**src/fsla_pkg.sv**
```systemverilog
// Shared constants and types for the fixed-slot free-list allocator.
// No dependencies; every other file in src/ except fsla_ram refers to this package by scope.
package fsla_pkg;

  // Pool geometry
  localparam int MAX_SLOTS = 256;
  localparam int SLOT_W    = $clog2(MAX_SLOTS);
  localparam int CNT_W     = SLOT_W + 1;
  localparam int LINK_W    = SLOT_W + 1;  // {valid, index}

  // Item commands
  localparam logic CMD_ALLOC   = 1'b0;
  localparam logic CMD_RELEASE = 1'b1;

  // Result status codes
  localparam logic [1:0] ST_OK        = 2'd0;
  localparam logic [1:0] ST_EXHAUSTED = 2'd1;
  localparam logic [1:0] ST_IGNORED   = 2'd2;

  // Controller to datapath commands
  typedef struct packed {
    logic direct;   // finish item now: release or exhausted allocate
    logic rd_link;  // read the head slot's link
    logic pop;      // link data is back: pop the head
  } ctrl_cmd_t;

  // Datapath to controller status
  typedef struct packed {
    logic head_ok;  // free list is not empty
  } dp_stat_t;

endpackage

```
**src/fsla_in_if.sv**
```systemverilog
// Input item channel: valid/ready handshake with allocate/release payload.
// Depends on fsla_pkg for the slot width.
interface fsla_in_if;
  logic                      valid;
  logic                      ready;
  logic                      command;
  logic [fsla_pkg::SLOT_W-1:0] slot;
  logic                      slot_is_null;

  modport source (output valid, command, slot, slot_is_null, input ready);
  modport sink   (input valid, command, slot, slot_is_null, output ready);
endinterface

```
**src/fsla_out_if.sv**
```systemverilog
// Result item channel: valid/ready handshake with grant, status and pool state.
// Depends on fsla_pkg for field widths.
interface fsla_out_if;
  logic                        valid;
  logic                        ready;
  logic [fsla_pkg::SLOT_W-1:0] granted_slot;
  logic [1:0]                  status;
  logic [fsla_pkg::CNT_W-1:0]  free_count;
  logic                        none_free;
  logic                        all_free;

  modport source (output valid, granted_slot, status, free_count, none_free, all_free,
                  input ready);
  modport sink   (input valid, granted_slot, status, free_count, none_free, all_free,
                  output ready);
endinterface

```
**src/fixed_slot_free_list_allocator_top.sv**
```systemverilog
// Allocate passes through the pop state after acceptance: the head slot's link is
// read from a registered-read RAM before the head can move, so the next item is
// accepted only once the pop state has returned to idle. Release, ignored release
// and exhausted allocate finish directly from idle. Results sit in an output
// register; a new item is taken while that register is empty or in the cycle it
// drains. A capacity write rebuilds the free list directly (per-slot written flags
// clear at once), so there is no clearing pass after reset or configuration.
//
// Top level of the fixed-slot free-list allocator.
// Depends on fsla_pkg, fsla_in_if, fsla_out_if, fsla_ctrl, fsla_dp, fsla_ram.
module fixed_slot_free_list_allocator_top (
  input  logic                       clk,
  input  logic                       rst_n,
  fsla_in_if.sink                    in_ch,
  fsla_out_if.source                 out_ch,
  input  logic                       cfg_we,
  input  logic [fsla_pkg::CNT_W-1:0] cfg_data
);

  fsla_pkg::ctrl_cmd_t cmd;
  fsla_pkg::dp_stat_t  stat;

  // Sequencing
  fsla_ctrl u_ctrl (
    .clk        (clk),
    .rst_n      (rst_n),
    .in_valid   (in_ch.valid),
    .in_command (in_ch.command),
    .in_ready   (in_ch.ready),
    .out_valid  (out_ch.valid),
    .out_ready  (out_ch.ready),
    .stat       (stat),
    .cmd        (cmd)
  );

  // Free list state and results
  fsla_dp u_dp (
    .clk             (clk),
    .rst_n           (rst_n),
    .cmd             (cmd),
    .stat            (stat),
    .in_command      (in_ch.command),
    .in_slot         (in_ch.slot),
    .in_slot_is_null (in_ch.slot_is_null),
    .cfg_we          (cfg_we),
    .cfg_data        (cfg_data),
    .granted_slot    (out_ch.granted_slot),
    .status          (out_ch.status),
    .free_count      (out_ch.free_count),
    .none_free       (out_ch.none_free),
    .all_free        (out_ch.all_free)
  );

endmodule

```
**src/fsla_ram.sv**
```systemverilog
// Generic single-write, single-read RAM with registered read data.
// No dependencies.
module fsla_ram #(
  parameter int WIDTH = 8,
  parameter int DEPTH = 256
) (
  input  logic                     clk,
  input  logic                     we,
  input  logic [$clog2(DEPTH)-1:0] waddr,
  input  logic [WIDTH-1:0]         wdata,
  input  logic                     re,
  input  logic [$clog2(DEPTH)-1:0] raddr,
  output logic [WIDTH-1:0]         rdata
);

  logic [WIDTH-1:0] mem [DEPTH];

  always_ff @(posedge clk) begin
    if (we) begin
      mem[waddr] <= wdata;
    end
    if (re) begin
      rdata <= mem[raddr];
    end
  end

endmodule

```
**src/fsla_ctrl.sv**
```systemverilog
// Allocator controller: accepts items, sequences the link read for allocate,
// and owns the result valid flag. Depends on fsla_pkg.
module fsla_ctrl (
  input  logic                 clk,
  input  logic                 rst_n,
  input  logic                 in_valid,
  input  logic                 in_command,
  output logic                 in_ready,
  output logic                 out_valid,
  input  logic                 out_ready,
  input  fsla_pkg::dp_stat_t   stat,
  output fsla_pkg::ctrl_cmd_t  cmd
);

  localparam logic S_IDLE = 1'b0;
  localparam logic S_POP  = 1'b1;

  logic state_r, state_nxt;
  logic out_valid_r, out_valid_nxt;
  logic out_free;
  logic accept;

  // Result register is free when empty or being drained this cycle
  assign out_free  = !out_valid_r || out_ready;
  assign in_ready  = (state_r == S_IDLE) && out_free;
  assign accept    = in_valid && in_ready;
  assign out_valid = out_valid_r;

  // Next state and commands
  always_comb begin
    state_nxt     = state_r;
    out_valid_nxt = out_valid_r && !out_ready;
    cmd           = '0;
    case (state_r)
      S_IDLE: begin
        if (accept) begin
          if (in_command == fsla_pkg::CMD_ALLOC && stat.head_ok) begin
            cmd.rd_link = 1'b1;
            state_nxt   = S_POP;
          end else begin
            cmd.direct    = 1'b1;
            out_valid_nxt = 1'b1;
          end
        end
      end
      S_POP: begin
        cmd.pop       = 1'b1;
        out_valid_nxt = 1'b1;
        state_nxt     = S_IDLE;
      end
      default: begin
        state_nxt = S_IDLE;
      end
    endcase
  end

  always_ff @(posedge clk) begin
    if (!rst_n) begin
      state_r     <= S_IDLE;
      out_valid_r <= 1'b0;
    end else begin
      state_r     <= state_nxt;
      out_valid_r <= out_valid_nxt;
    end
  end

  // The result register was drained before the pop cycle loads it
  assert property (@(posedge clk) disable iff (!rst_n)
    (state_r == S_POP) |-> !out_valid_r)
    else $error("result register busy during pop");

  // The pop state is always followed by idle on the next cycle
  assert property (@(posedge clk) disable iff (!rst_n)
    (state_r == S_POP) |=> (state_r == S_IDLE))
    else $error("pop state did not return to idle");

  // A link read is always followed by a pop that posts a result
  assert property (@(posedge clk) disable iff (!rst_n)
    cmd.rd_link |=> (cmd.pop && out_valid_nxt))
    else $error("link read not followed by pop");

endmodule

```
**src/fsla_dp.sv**
```systemverilog
// Allocator datapath: capacity, head, free count, link RAM, written flags and
// the result register. Depends on fsla_pkg and fsla_ram.
module fsla_dp (
  input  logic                        clk,
  input  logic                        rst_n,
  input  fsla_pkg::ctrl_cmd_t         cmd,
  output fsla_pkg::dp_stat_t          stat,
  input  logic                        in_command,
  input  logic [fsla_pkg::SLOT_W-1:0] in_slot,
  input  logic                        in_slot_is_null,
  input  logic                        cfg_we,
  input  logic [fsla_pkg::CNT_W-1:0]  cfg_data,
  output logic [fsla_pkg::SLOT_W-1:0] granted_slot,
  output logic [1:0]                  status,
  output logic [fsla_pkg::CNT_W-1:0]  free_count,
  output logic                        none_free,
  output logic                        all_free
);

  localparam int SW = fsla_pkg::SLOT_W;
  localparam int CW = fsla_pkg::CNT_W;
  localparam int LW = fsla_pkg::LINK_W;
  localparam int NS = fsla_pkg::MAX_SLOTS;

  // Pool state
  logic [CW-1:0] cap_r, cap_nxt;
  logic [SW-1:0] head_r, head_nxt;
  logic          head_ok_r, head_ok_nxt;
  logic [CW-1:0] count_r, count_nxt;
  logic [NS-1:0] written_r, written_nxt;
  logic          link_wr_r;

  // Result register
  logic [SW-1:0] granted_r, granted_nxt;
  logic [1:0]    status_r, status_nxt;
  logic [CW-1:0] fcount_r;
  logic          none_r, all_r;

  logic [CW-1:0] cap_clamped, cap_m1;
  logic          rel_ok;
  logic          push;
  logic [LW-1:0] link_rdata;
  logic [SW-1:0] link_idx;
  logic          link_ok;
  logic [CW-1:0] count_inc, count_dec;
  logic          load_res;

  assign stat.head_ok = head_ok_r;

  // Rebuild values for a capacity write
  assign cap_clamped = (cfg_data > CW'(NS)) ? CW'(NS) : cfg_data;
  assign cap_m1      = cap_clamped - CW'(1);

  // Release check: named, in range
  assign rel_ok = (in_command == fsla_pkg::CMD_RELEASE) && !in_slot_is_null &&
                  ({1'b0, in_slot} < cap_r);
  assign push   = cmd.direct && rel_ok;

  // Link memory: pushed slot links to the old head
  fsla_ram #(.WIDTH(LW), .DEPTH(NS)) u_link_ram (
    .clk   (clk),
    .we    (push),
    .waddr (in_slot),
    .wdata ({head_ok_r, head_r}),
    .re    (cmd.rd_link),
    .raddr (head_r),
    .rdata (link_rdata)
  );

  // Unwritten entries read as the set-up chain: slot i links to i-1
  assign link_idx = link_wr_r ? link_rdata[SW-1:0] : (head_r - SW'(1));
  assign link_ok  = link_wr_r ? link_rdata[SW] :
                    ((head_r != '0) && ({1'b0, head_r} < cap_r));

  // Saturating count steps
  assign count_inc = (count_r < cap_r) ? (count_r + CW'(1)) : count_r;
  assign count_dec = (count_r != '0) ? (count_r - CW'(1)) : count_r;

  assign load_res = cmd.direct || cmd.pop;

  // Next pool state and result
  always_comb begin
    cap_nxt     = cap_r;
    head_nxt    = head_r;
    head_ok_nxt = head_ok_r;
    count_nxt   = count_r;
    written_nxt = written_r;
    granted_nxt = '0;
    status_nxt  = fsla_pkg::ST_OK;
    if (cfg_we) begin
      cap_nxt     = cap_clamped;
      head_nxt    = cap_m1[SW-1:0];
      head_ok_nxt = (cap_clamped != '0);
      count_nxt   = cap_clamped;
      written_nxt = '0;
    end else if (cmd.pop) begin
      granted_nxt = head_r;
      head_nxt    = link_idx;
      head_ok_nxt = link_ok;
      count_nxt   = count_dec;
    end else if (cmd.direct) begin
      if (rel_ok) begin
        head_nxt             = in_slot;
        head_ok_nxt          = 1'b1;
        count_nxt            = count_inc;
        written_nxt[in_slot] = 1'b1;
      end else if (in_command == fsla_pkg::CMD_ALLOC) begin
        status_nxt = fsla_pkg::ST_EXHAUSTED;
      end else begin
        status_nxt = fsla_pkg::ST_IGNORED;
      end
    end
  end

  // Control state
  always_ff @(posedge clk) begin
    if (!rst_n) begin
      cap_r     <= CW'(NS);
      head_r    <= SW'(NS - 1);
      head_ok_r <= 1'b1;
      count_r   <= CW'(NS);
      written_r <= '0;
    end else begin
      cap_r     <= cap_nxt;
      head_r    <= head_nxt;
      head_ok_r <= head_ok_nxt;
      count_r   <= count_nxt;
      written_r <= written_nxt;
    end
  end

  // Payload: written flag travels with the link read; result fields
  always_ff @(posedge clk) begin
    if (cmd.rd_link) begin
      link_wr_r <= written_r[head_r];
    end
    if (load_res) begin
      granted_r <= granted_nxt;
      status_r  <= status_nxt;
      fcount_r  <= count_nxt;
      none_r    <= (count_nxt == '0);
      all_r     <= (count_nxt == cap_r);
    end
  end

  assign granted_slot = granted_r;
  assign status       = status_r;
  assign free_count   = fcount_r;
  assign none_free    = none_r;
  assign all_free     = all_r;

  // Free count never exceeds capacity
  assert property (@(posedge clk) disable iff (!rst_n)
    count_r <= cap_r)
    else $error("free count above capacity");

  // A valid head always names a slot inside the pool
  assert property (@(posedge clk) disable iff (!rst_n)
    head_ok_r |-> ({1'b0, head_r} < cap_r))
    else $error("head outside pool");

  // A pop hands out the head that was read
  assert property (@(posedge clk) disable iff (!rst_n)
    cmd.pop |=> (granted_r == $past(head_r) && status_r == fsla_pkg::ST_OK))
    else $error("pop result does not match head");

endmodule

```
**src/flat_wrapper.sv**
```systemverilog
// flat-port wrapper written by rule: the top's interface ports become plain ports
module fixed_slot_free_list_allocator_top_flat 
  (clk, rst_n, cfg_we, cfg_data, in_ch_valid, in_ch_command, in_ch_slot, in_ch_slot_is_null, in_ch_ready, out_ch_valid, out_ch_granted_slot, out_ch_status, out_ch_free_count, out_ch_none_free, out_ch_all_free, out_ch_ready);
  fsla_in_if in_ch_i ();
  fsla_out_if out_ch_i ();
  input  logic clk;
  input  logic rst_n;
  input  logic cfg_we;
  input  logic [fsla_pkg::CNT_W-1:0] cfg_data;
  input wire logic [$bits(in_ch_i.valid)-1:0] in_ch_valid;
  input wire logic [$bits(in_ch_i.command)-1:0] in_ch_command;
  input wire logic [$bits(in_ch_i.slot)-1:0] in_ch_slot;
  input wire logic [$bits(in_ch_i.slot_is_null)-1:0] in_ch_slot_is_null;
  output wire logic [$bits(in_ch_i.ready)-1:0] in_ch_ready;
  output wire logic [$bits(out_ch_i.valid)-1:0] out_ch_valid;
  output wire logic [$bits(out_ch_i.granted_slot)-1:0] out_ch_granted_slot;
  output wire logic [$bits(out_ch_i.status)-1:0] out_ch_status;
  output wire logic [$bits(out_ch_i.free_count)-1:0] out_ch_free_count;
  output wire logic [$bits(out_ch_i.none_free)-1:0] out_ch_none_free;
  output wire logic [$bits(out_ch_i.all_free)-1:0] out_ch_all_free;
  input wire logic [$bits(out_ch_i.ready)-1:0] out_ch_ready;
  assign in_ch_i.valid = in_ch_valid;
  assign in_ch_i.command = in_ch_command;
  assign in_ch_i.slot = in_ch_slot;
  assign in_ch_i.slot_is_null = in_ch_slot_is_null;
  assign in_ch_ready = in_ch_i.ready;
  assign out_ch_valid = out_ch_i.valid;
  assign out_ch_granted_slot = out_ch_i.granted_slot;
  assign out_ch_status = out_ch_i.status;
  assign out_ch_free_count = out_ch_i.free_count;
  assign out_ch_none_free = out_ch_i.none_free;
  assign out_ch_all_free = out_ch_i.all_free;
  assign out_ch_i.ready = out_ch_ready;
  fixed_slot_free_list_allocator_top u_core (.clk(clk), .rst_n(rst_n), .in_ch(in_ch_i), .out_ch(out_ch_i), .cfg_we(cfg_we), .cfg_data(cfg_data));
endmodule
```
**config.mk**
```make
export PLATFORM = sky130hd
export DESIGN_NAME = fixed_slot_free_list_allocator_top_flat
export DESIGN_NICKNAME = d
export VERILOG_FILES = /design/src/fsla_pkg.sv /design/src/fsla_in_if.sv /design/src/fsla_out_if.sv /design/src/fixed_slot_free_list_allocator_top.sv /design/src/fsla_ram.sv /design/src/fsla_ctrl.sv /design/src/fsla_dp.sv /design/src/flat_wrapper.sv
export SDC_FILE = /design/constraint.sdc
export NUM_CORES = 2
export LEC_CHECK = 0
export BUFFER_PORTS_ARGS = -buffer_cell sky130_fd_sc_hd__buf_4
export CAP_MARGIN = 15
export CORE_MARGIN = 2
export CORE_UTILIZATION = 30
export CTS_BUF_LIST = sky130_fd_sc_hd__clkbuf_16
export CTS_CLUSTER_SIZE = 16
export DETAILED_ROUTE_END_ITERATION = 8
export PLACE_DENSITY = 0.55
export SLEW_MARGIN = 30
export SYNTH_ARGS = -nofsm -noshare
export SYNTH_HDL_FRONTEND = slang
export SYNTH_SLANG_ARGS = --single-unit
```
**constraint.sdc**
```tcl
create_clock -name clk -period 6.6 [get_ports clk]
set_clock_uncertainty 0.2 [all_clocks]
set_input_delay 0.33 -clock clk [delete_from_list [all_inputs] [get_ports clk]]
set_output_delay 0.33 -clock clk [all_outputs]
set_load 0.01 [all_outputs]
```
---- After elaboration in Yosys (flattened, before gate mapping) ----
Memory sizes are Yosys's and may differ from the RTL's. A register that Yosys moved wholly into a read port is not among the register bits.
Index checks and enable logic that the tools add are counted.
Widths: inputs -> output; s select.
storage, ports and cells
  RAM bits ................................ 2,304
  word-level logic and storage cells ...... 91
  memories kept ........................... 1
  register bits after elaboration ......... 307
memories
  memory                      words  bits a word  rd ports  clocked after Yosys merged registers in  wr ports  RTL line        RTL
  u_core.u_dp.u_link_ram.mem  256    9            1         1                                        1         fsla_ram.sv:16  logic [WIDTH-1:0] mem [DEPTH];
cells by class
  equality and inequality tests ........... 1
  muxes and demuxes ....................... 34
  reduce and logical (&&, ||, !) cells .... 25
  $add $sub $neg .......................... 4
  $lt $le $gt $ge ......................... 7
  bitwise gates (word level) .............. 6
operators by type and width
  operator             number
  $or 256x256->256     1
  $mux 9               7
  $mux 8               5
  $lt 8x9->1           2
  $lt 8x9->1 const B   2
  $reduce_bool 9->1    2
  $sub 8x1->8 const B  2
  $mux 1               15
  $add 9x1->9 const B  1
  $eq 9x9->1           1
  $gt 9x9->1 const B   1
  $logic_and 1x1->1    9
  $logic_not 9->1      1
  $lt 9x9->1           1
  $sub 9x1->9 const B  1
  $bmux 1 s8           1
  $demux 1 s8          1
  $ge 8x1->1 const B   1
  $reduce_bool 8->1    1
  $mux 2               3
  $reduce_bool 3->1    2
  $not 1->1            5
  $pmux 1 s2           2
  $reduce_or 2->1      2
  5 further kinds      8

---- Logic depth before layout (Yosys ltp) ----
  depth in word-level cells ............... 10
  depth in mapped cells ................... 16
  mapped depth without buffers ............ 12

---- By module ----
Synthesis repeated with hierarchy kept, for this count alone.
second synthesis, totals
  cell total of the unflattened synthesis .. 5,720
  area total of the unflattened synthesis .. 103,257.8 µm²
modules (own cells, without submodules)
  module     area an instance (µm²)  cells each  instances
  fsla_ram   89,368.2                4,237       1
  fsla_dp    13,770.7                1,472       1
  fsla_ctrl  118.9                   11          1

---- Worst setup path after synthesis ----
Ideal clock, no wire load.
  path kind ............................... reg2reg
  from .................................... register u_core.u_dp.head_r[0]
  to ...................................... register u_core.u_dp.u_link_ram.rdata[7] (read register of u_core.u_dp.u_link_ram.mem) (data pin)
  period minus slack after synthesis ...... 6,903 ps
  library setup time ...................... 279 ps
  data arrival time ....................... 6,424 ps
  cell stages (with the launch flop) ...... 11
  slack ................................... -303 ps
  cells stage by stage .................... dfxtp_1 buf_2 buf_2 buf_2 buf_2 mux4_2 mux4_2 nand2_1 a31oi_1 o311ai_0 o21ai_0
RTL lines
  item                      RTL line        RTL
  start: declaration        fsla_dp.sv:27   logic [SW-1:0] head_r, head_nxt;
  start signal: assignment  fsla_dp.sv:119  head_r <= SW'(NS - 1);
  start signal: assignment  fsla_dp.sv:125  head_r <= head_nxt;
  end: declaration          fsla_ram.sv:13  output logic [WIDTH-1:0] rdata

---- Worst setup path after layout ----
  from .................................... register u_core.u_dp.cap_r[3]
  to ...................................... memory u_core.u_dp.u_link_ram.mem[93][1] in the netlist's numbering, enable pin
on the way
  cells in the longest elaborated chain, start to end .. 5
RTL lines
  item                          RTL line        RTL
  start: declaration            fsla_dp.sv:26   logic [CW-1:0] cap_r, cap_nxt;
  start signal: assignment      fsla_dp.sv:118  cap_r <= CW'(NS);
  start signal: assignment      fsla_dp.sv:124  cap_r <= cap_nxt;
  $lt 8x9->1                    fsla_dp.sv:56   ({1'b0, in_slot} < cap_r);
  $logic_and 1x1->1             fsla_dp.sv:55   assign rel_ok = (in_command == fsla_pkg::CMD_RELEASE) && !in_slot_is_null &&
  $logic_and 1x1->1             fsla_dp.sv:57   assign push = cmd.direct && rel_ok;
  $mux 1                        fsla_ram.sv:19  if (we) begin
  $mux 1 (implied by the code)  fsla_ram.sv:20  mem[waddr] <= wdata;
  end: declaration              fsla_ram.sv:16
Every way passes these cells.

==> flow_summary.ini <==
[critical_path]
startpoint = u_core.u_dp.cap_r[3]
path_cells = inv_1, ha_1, a41o_1, a211oi_2, nor2_1, or3_4, nor3b_2, nand2_1, nor2_1
crit_fanout = 16
cp_slowest_stage_delay_ns = 0.99
slowest_stage = nor2_1
crit_type = reg -> reg
cp_common_cell = nor2_1
cp.arrival_ns = 5.60
regToRegStartpoint = u_core.u_dp.cap_r[3]
endpoint_kind = flip-flop
cp-start-kind = flip-flop
crit_required_ns = 6.93

[worst_hold_path]
min_from = rst_n
hold_path.class = in -> reg

[synthesis]
ys_seq_elements = 2620
synth_top_family_by_area = multiplexers
ys.warnings.count = 0
synth-simple-area-share = 0.02482
synth_top_area_cell = edfxtp_1
muxShareOfSynthArea = 0.1832
synth_edf_count = 2335
synth-compound-area-share = 0.03017
synth_area_um2 = 102100
synth_adder_area_share = 0.003310
syn-instance-count = 4834
ys.flop_type = edfxtp_1
synth_area_per_cell_um2 = 21.11
synth.area.top_cells = edfxtp_1 (69%), mux4_2 (18%), dfxtp_1 (5.6%)
async_flop_share = 0
ys_seq_area_frac = 0.7430
synth.distinct_cells = 66
netlist.area_leader.share = 0.6871
syn_nets = 4885
synth_xor_area_frac = 0.001888

[clock_tree]
ctsHoldBuffers = 35
clockBufferDepth = 4
post-cts-setup-buffers = 0
clk_pin_slew_worst_paths_ns = 0.06
worstSkewPairLatency_ns = 0.93
cts-root-buf = clkbuf_16
cts_tree = done
cts_buffers = 286
htree_levels = 5
cts_resized = 0
cts.sink_count = 2620

[grt]
grt_pass1_vias = 50101
gr-usage-all-layers = 0.1474
grt_antenna_before_repair = 8
grt_pass1_wl_um = 372100
global_route.overflow_total = 0
grt_max_degree = 183

[cells_and_area]
area_growth_pct = 15.76
drive_above_1_share = 0.2994
final_cell_mix = edfxtp_1 (2335), mux4_2 (808), clkbuf_16 (294)
nets = 5100
layout_commonest_cell = edfxtp_1
fin_cells = 9802

[run]
cap_viol_max_count = 0

[place]
dpl.hpwl_um = 153800
gp_congestion = 0.8121
placement.io_buffers = 46
dpl.cell_count = 9260

[detailed_routing]
routedWlPerCell_um = 26.35
avgViaCountPerCell = 5.034
drt-total-wl_um = 258300
vias = 49342
dr.pass1.iters = 5
postRouteAntennaNets = 0
drt_iter0_drc = 5237
drc = 0

[pwr]
p_int_mw = 28.30
peakVddDrop_mv = 0.2159
power_density_nw_per_um2 = 307.5
leakage_nw = 35.58
comb_power_share = 0.073
pwr-share-clk = 0.423
pwr-share-seq = 0.504
power.switching_mw = 8.020
p_sw_frac = 0.2208

[sta]
rsz0062_at_grt = false
timing.final.setup_violations = 0
timing_hold_violations_final = 0
max-slew-margin-rel = 0.3113
timing.hold.ws_ns = 0.1117
period_minus_slack_ns = 5.275
final-max-slew-violation-count = 0
tightest_slew_ns = 1.033
fmax_mhz = 189.6
tns_ns = 0
finalCritPeriodShare = 0.7992

[die]
dieArea_um2 = 344900
die_h_um = 587.2
core_um2 = 339200
chipWidth_um = 587.2
pin_count = 47
core.rowCount = 214
initial_utilization = 0.3008

[outcome]
status = finished, final reports clean
-- layout make-up --
cell class / count / area [µm²]
flip-flops and latches: 2620 / 75860
inverters: 23 / 93.84
diodes: 5 / 12.51
fillers: 31342 / 221100
clock buffers: 294 / 7357
repair buffers: 218 / 2208
multi-input cells: 1900 / 25350
well taps: 4536 / 5675
clock inverters: 206 / 1580
-- through the flow --
step | util | setup slack (ns) | cell area [µm²] | power, mW
CTS | 0.3472 | 1.443 | 117800 | 36.66
finish | 0.3482 | 1.325 | 118100 | 36.32
floorplan | - | 0.06340 | 102100 | 20.28
global placement | 0.3192 | 1.398 | 108300 | 21.28
global route | 0.3482 | 1.153 | 118100 | 37.39
detailed placement | 0.3198 | 1.472 | 108500 | 21.32
-- routing by layer --
layer | vias to the layer above | wire, µm | track usage | share of wire
met5 | - | 0 | 0 | 0
met4 | 0 | 4961 | 0.03699 | 0.019
met3 | 314 | 16040 | 0.02431 | 0.062
met2 | 1623 | 123300 | 0.2331 | 0.48
met1 | 26826 | 114000 | 0.2115 | 0.44
li1 | 20579 | - | - | -
-- path summary, 6_finish.rpt --
kind	cells past startpoint	endpoint	slack, ns
min reg2reg	1	u_core.u_dp.written_r[54]	0.26
min	3	u_core.u_dp.head_r[1]	0.11
max	9	u_core.u_dp.u_link_ram.mem[93][1]	1.33
max reg2reg	9	u_core.u_dp.u_link_ram.mem[93][1]	1.33
-- cell usage after synthesis, types with 16 or more instances --
master / count
nand3_1: 26
buf_1: 28
clkbuf_1: 163
inv_1: 18
a21oi_1: 35
o21ai_0: 45
nor2b_1: 25
and2_1: 26
o21a_1: 256
nor2_1: 306
edfxtp_1: 2335
buf_2: 78
ha_1: 27
nand2_1: 98
dfxtp_1: 285
nand2b_1: 16
mux4_2: 808
mux2i_1: 42
-- sequential cells by signal, indices dropped and copies added, names as in the netlist, 2 cells and up --
name and count:
u_core.u_dp.u_link_ram.rdata 9, u_core.u_dp.free_count 9, u_core.u_dp.head_r 8, u_core.u_dp.written_r 256, u_core.u_dp.u_link_ram.mem 2304, u_core.u_dp.cap_r 9
u_core.u_dp.granted_slot 8, u_core.u_dp.count_r 9, u_core.u_dp.status 2
-- kinds of logic after synthesis --
family	count (synthesis)
fa+ha+maj	27
flops	2620
mux	857
compound gates	433
buf+inv	314
xor+xnor	22
simple gates	561
-- critical path: cells and delay by family, from the launching register on --
family                     cells  cell delay (ns)
and+or+nand+nor                5             3.19
adders and majority gates      1             0.34
AOI/OAI and AO/OA              2             0.60
DFF                            1             0.39
buffers and inverters          1             0.14
-- power by group through the flow --
stage	logic [mW]	registers, mW	clock network, mW
2_1_floorplan	1.46	18.8	0
6_report	2.64	18.3	15.4
4_1_cts	2.68	18.3	15.7
5_1_grt	2.79	18.3	16.3
3_3_place_gp	2.60	18.7	0
3_5_place_dp	2.66	18.7	0
No activity file was read; power rests on OpenSTA's default activity.
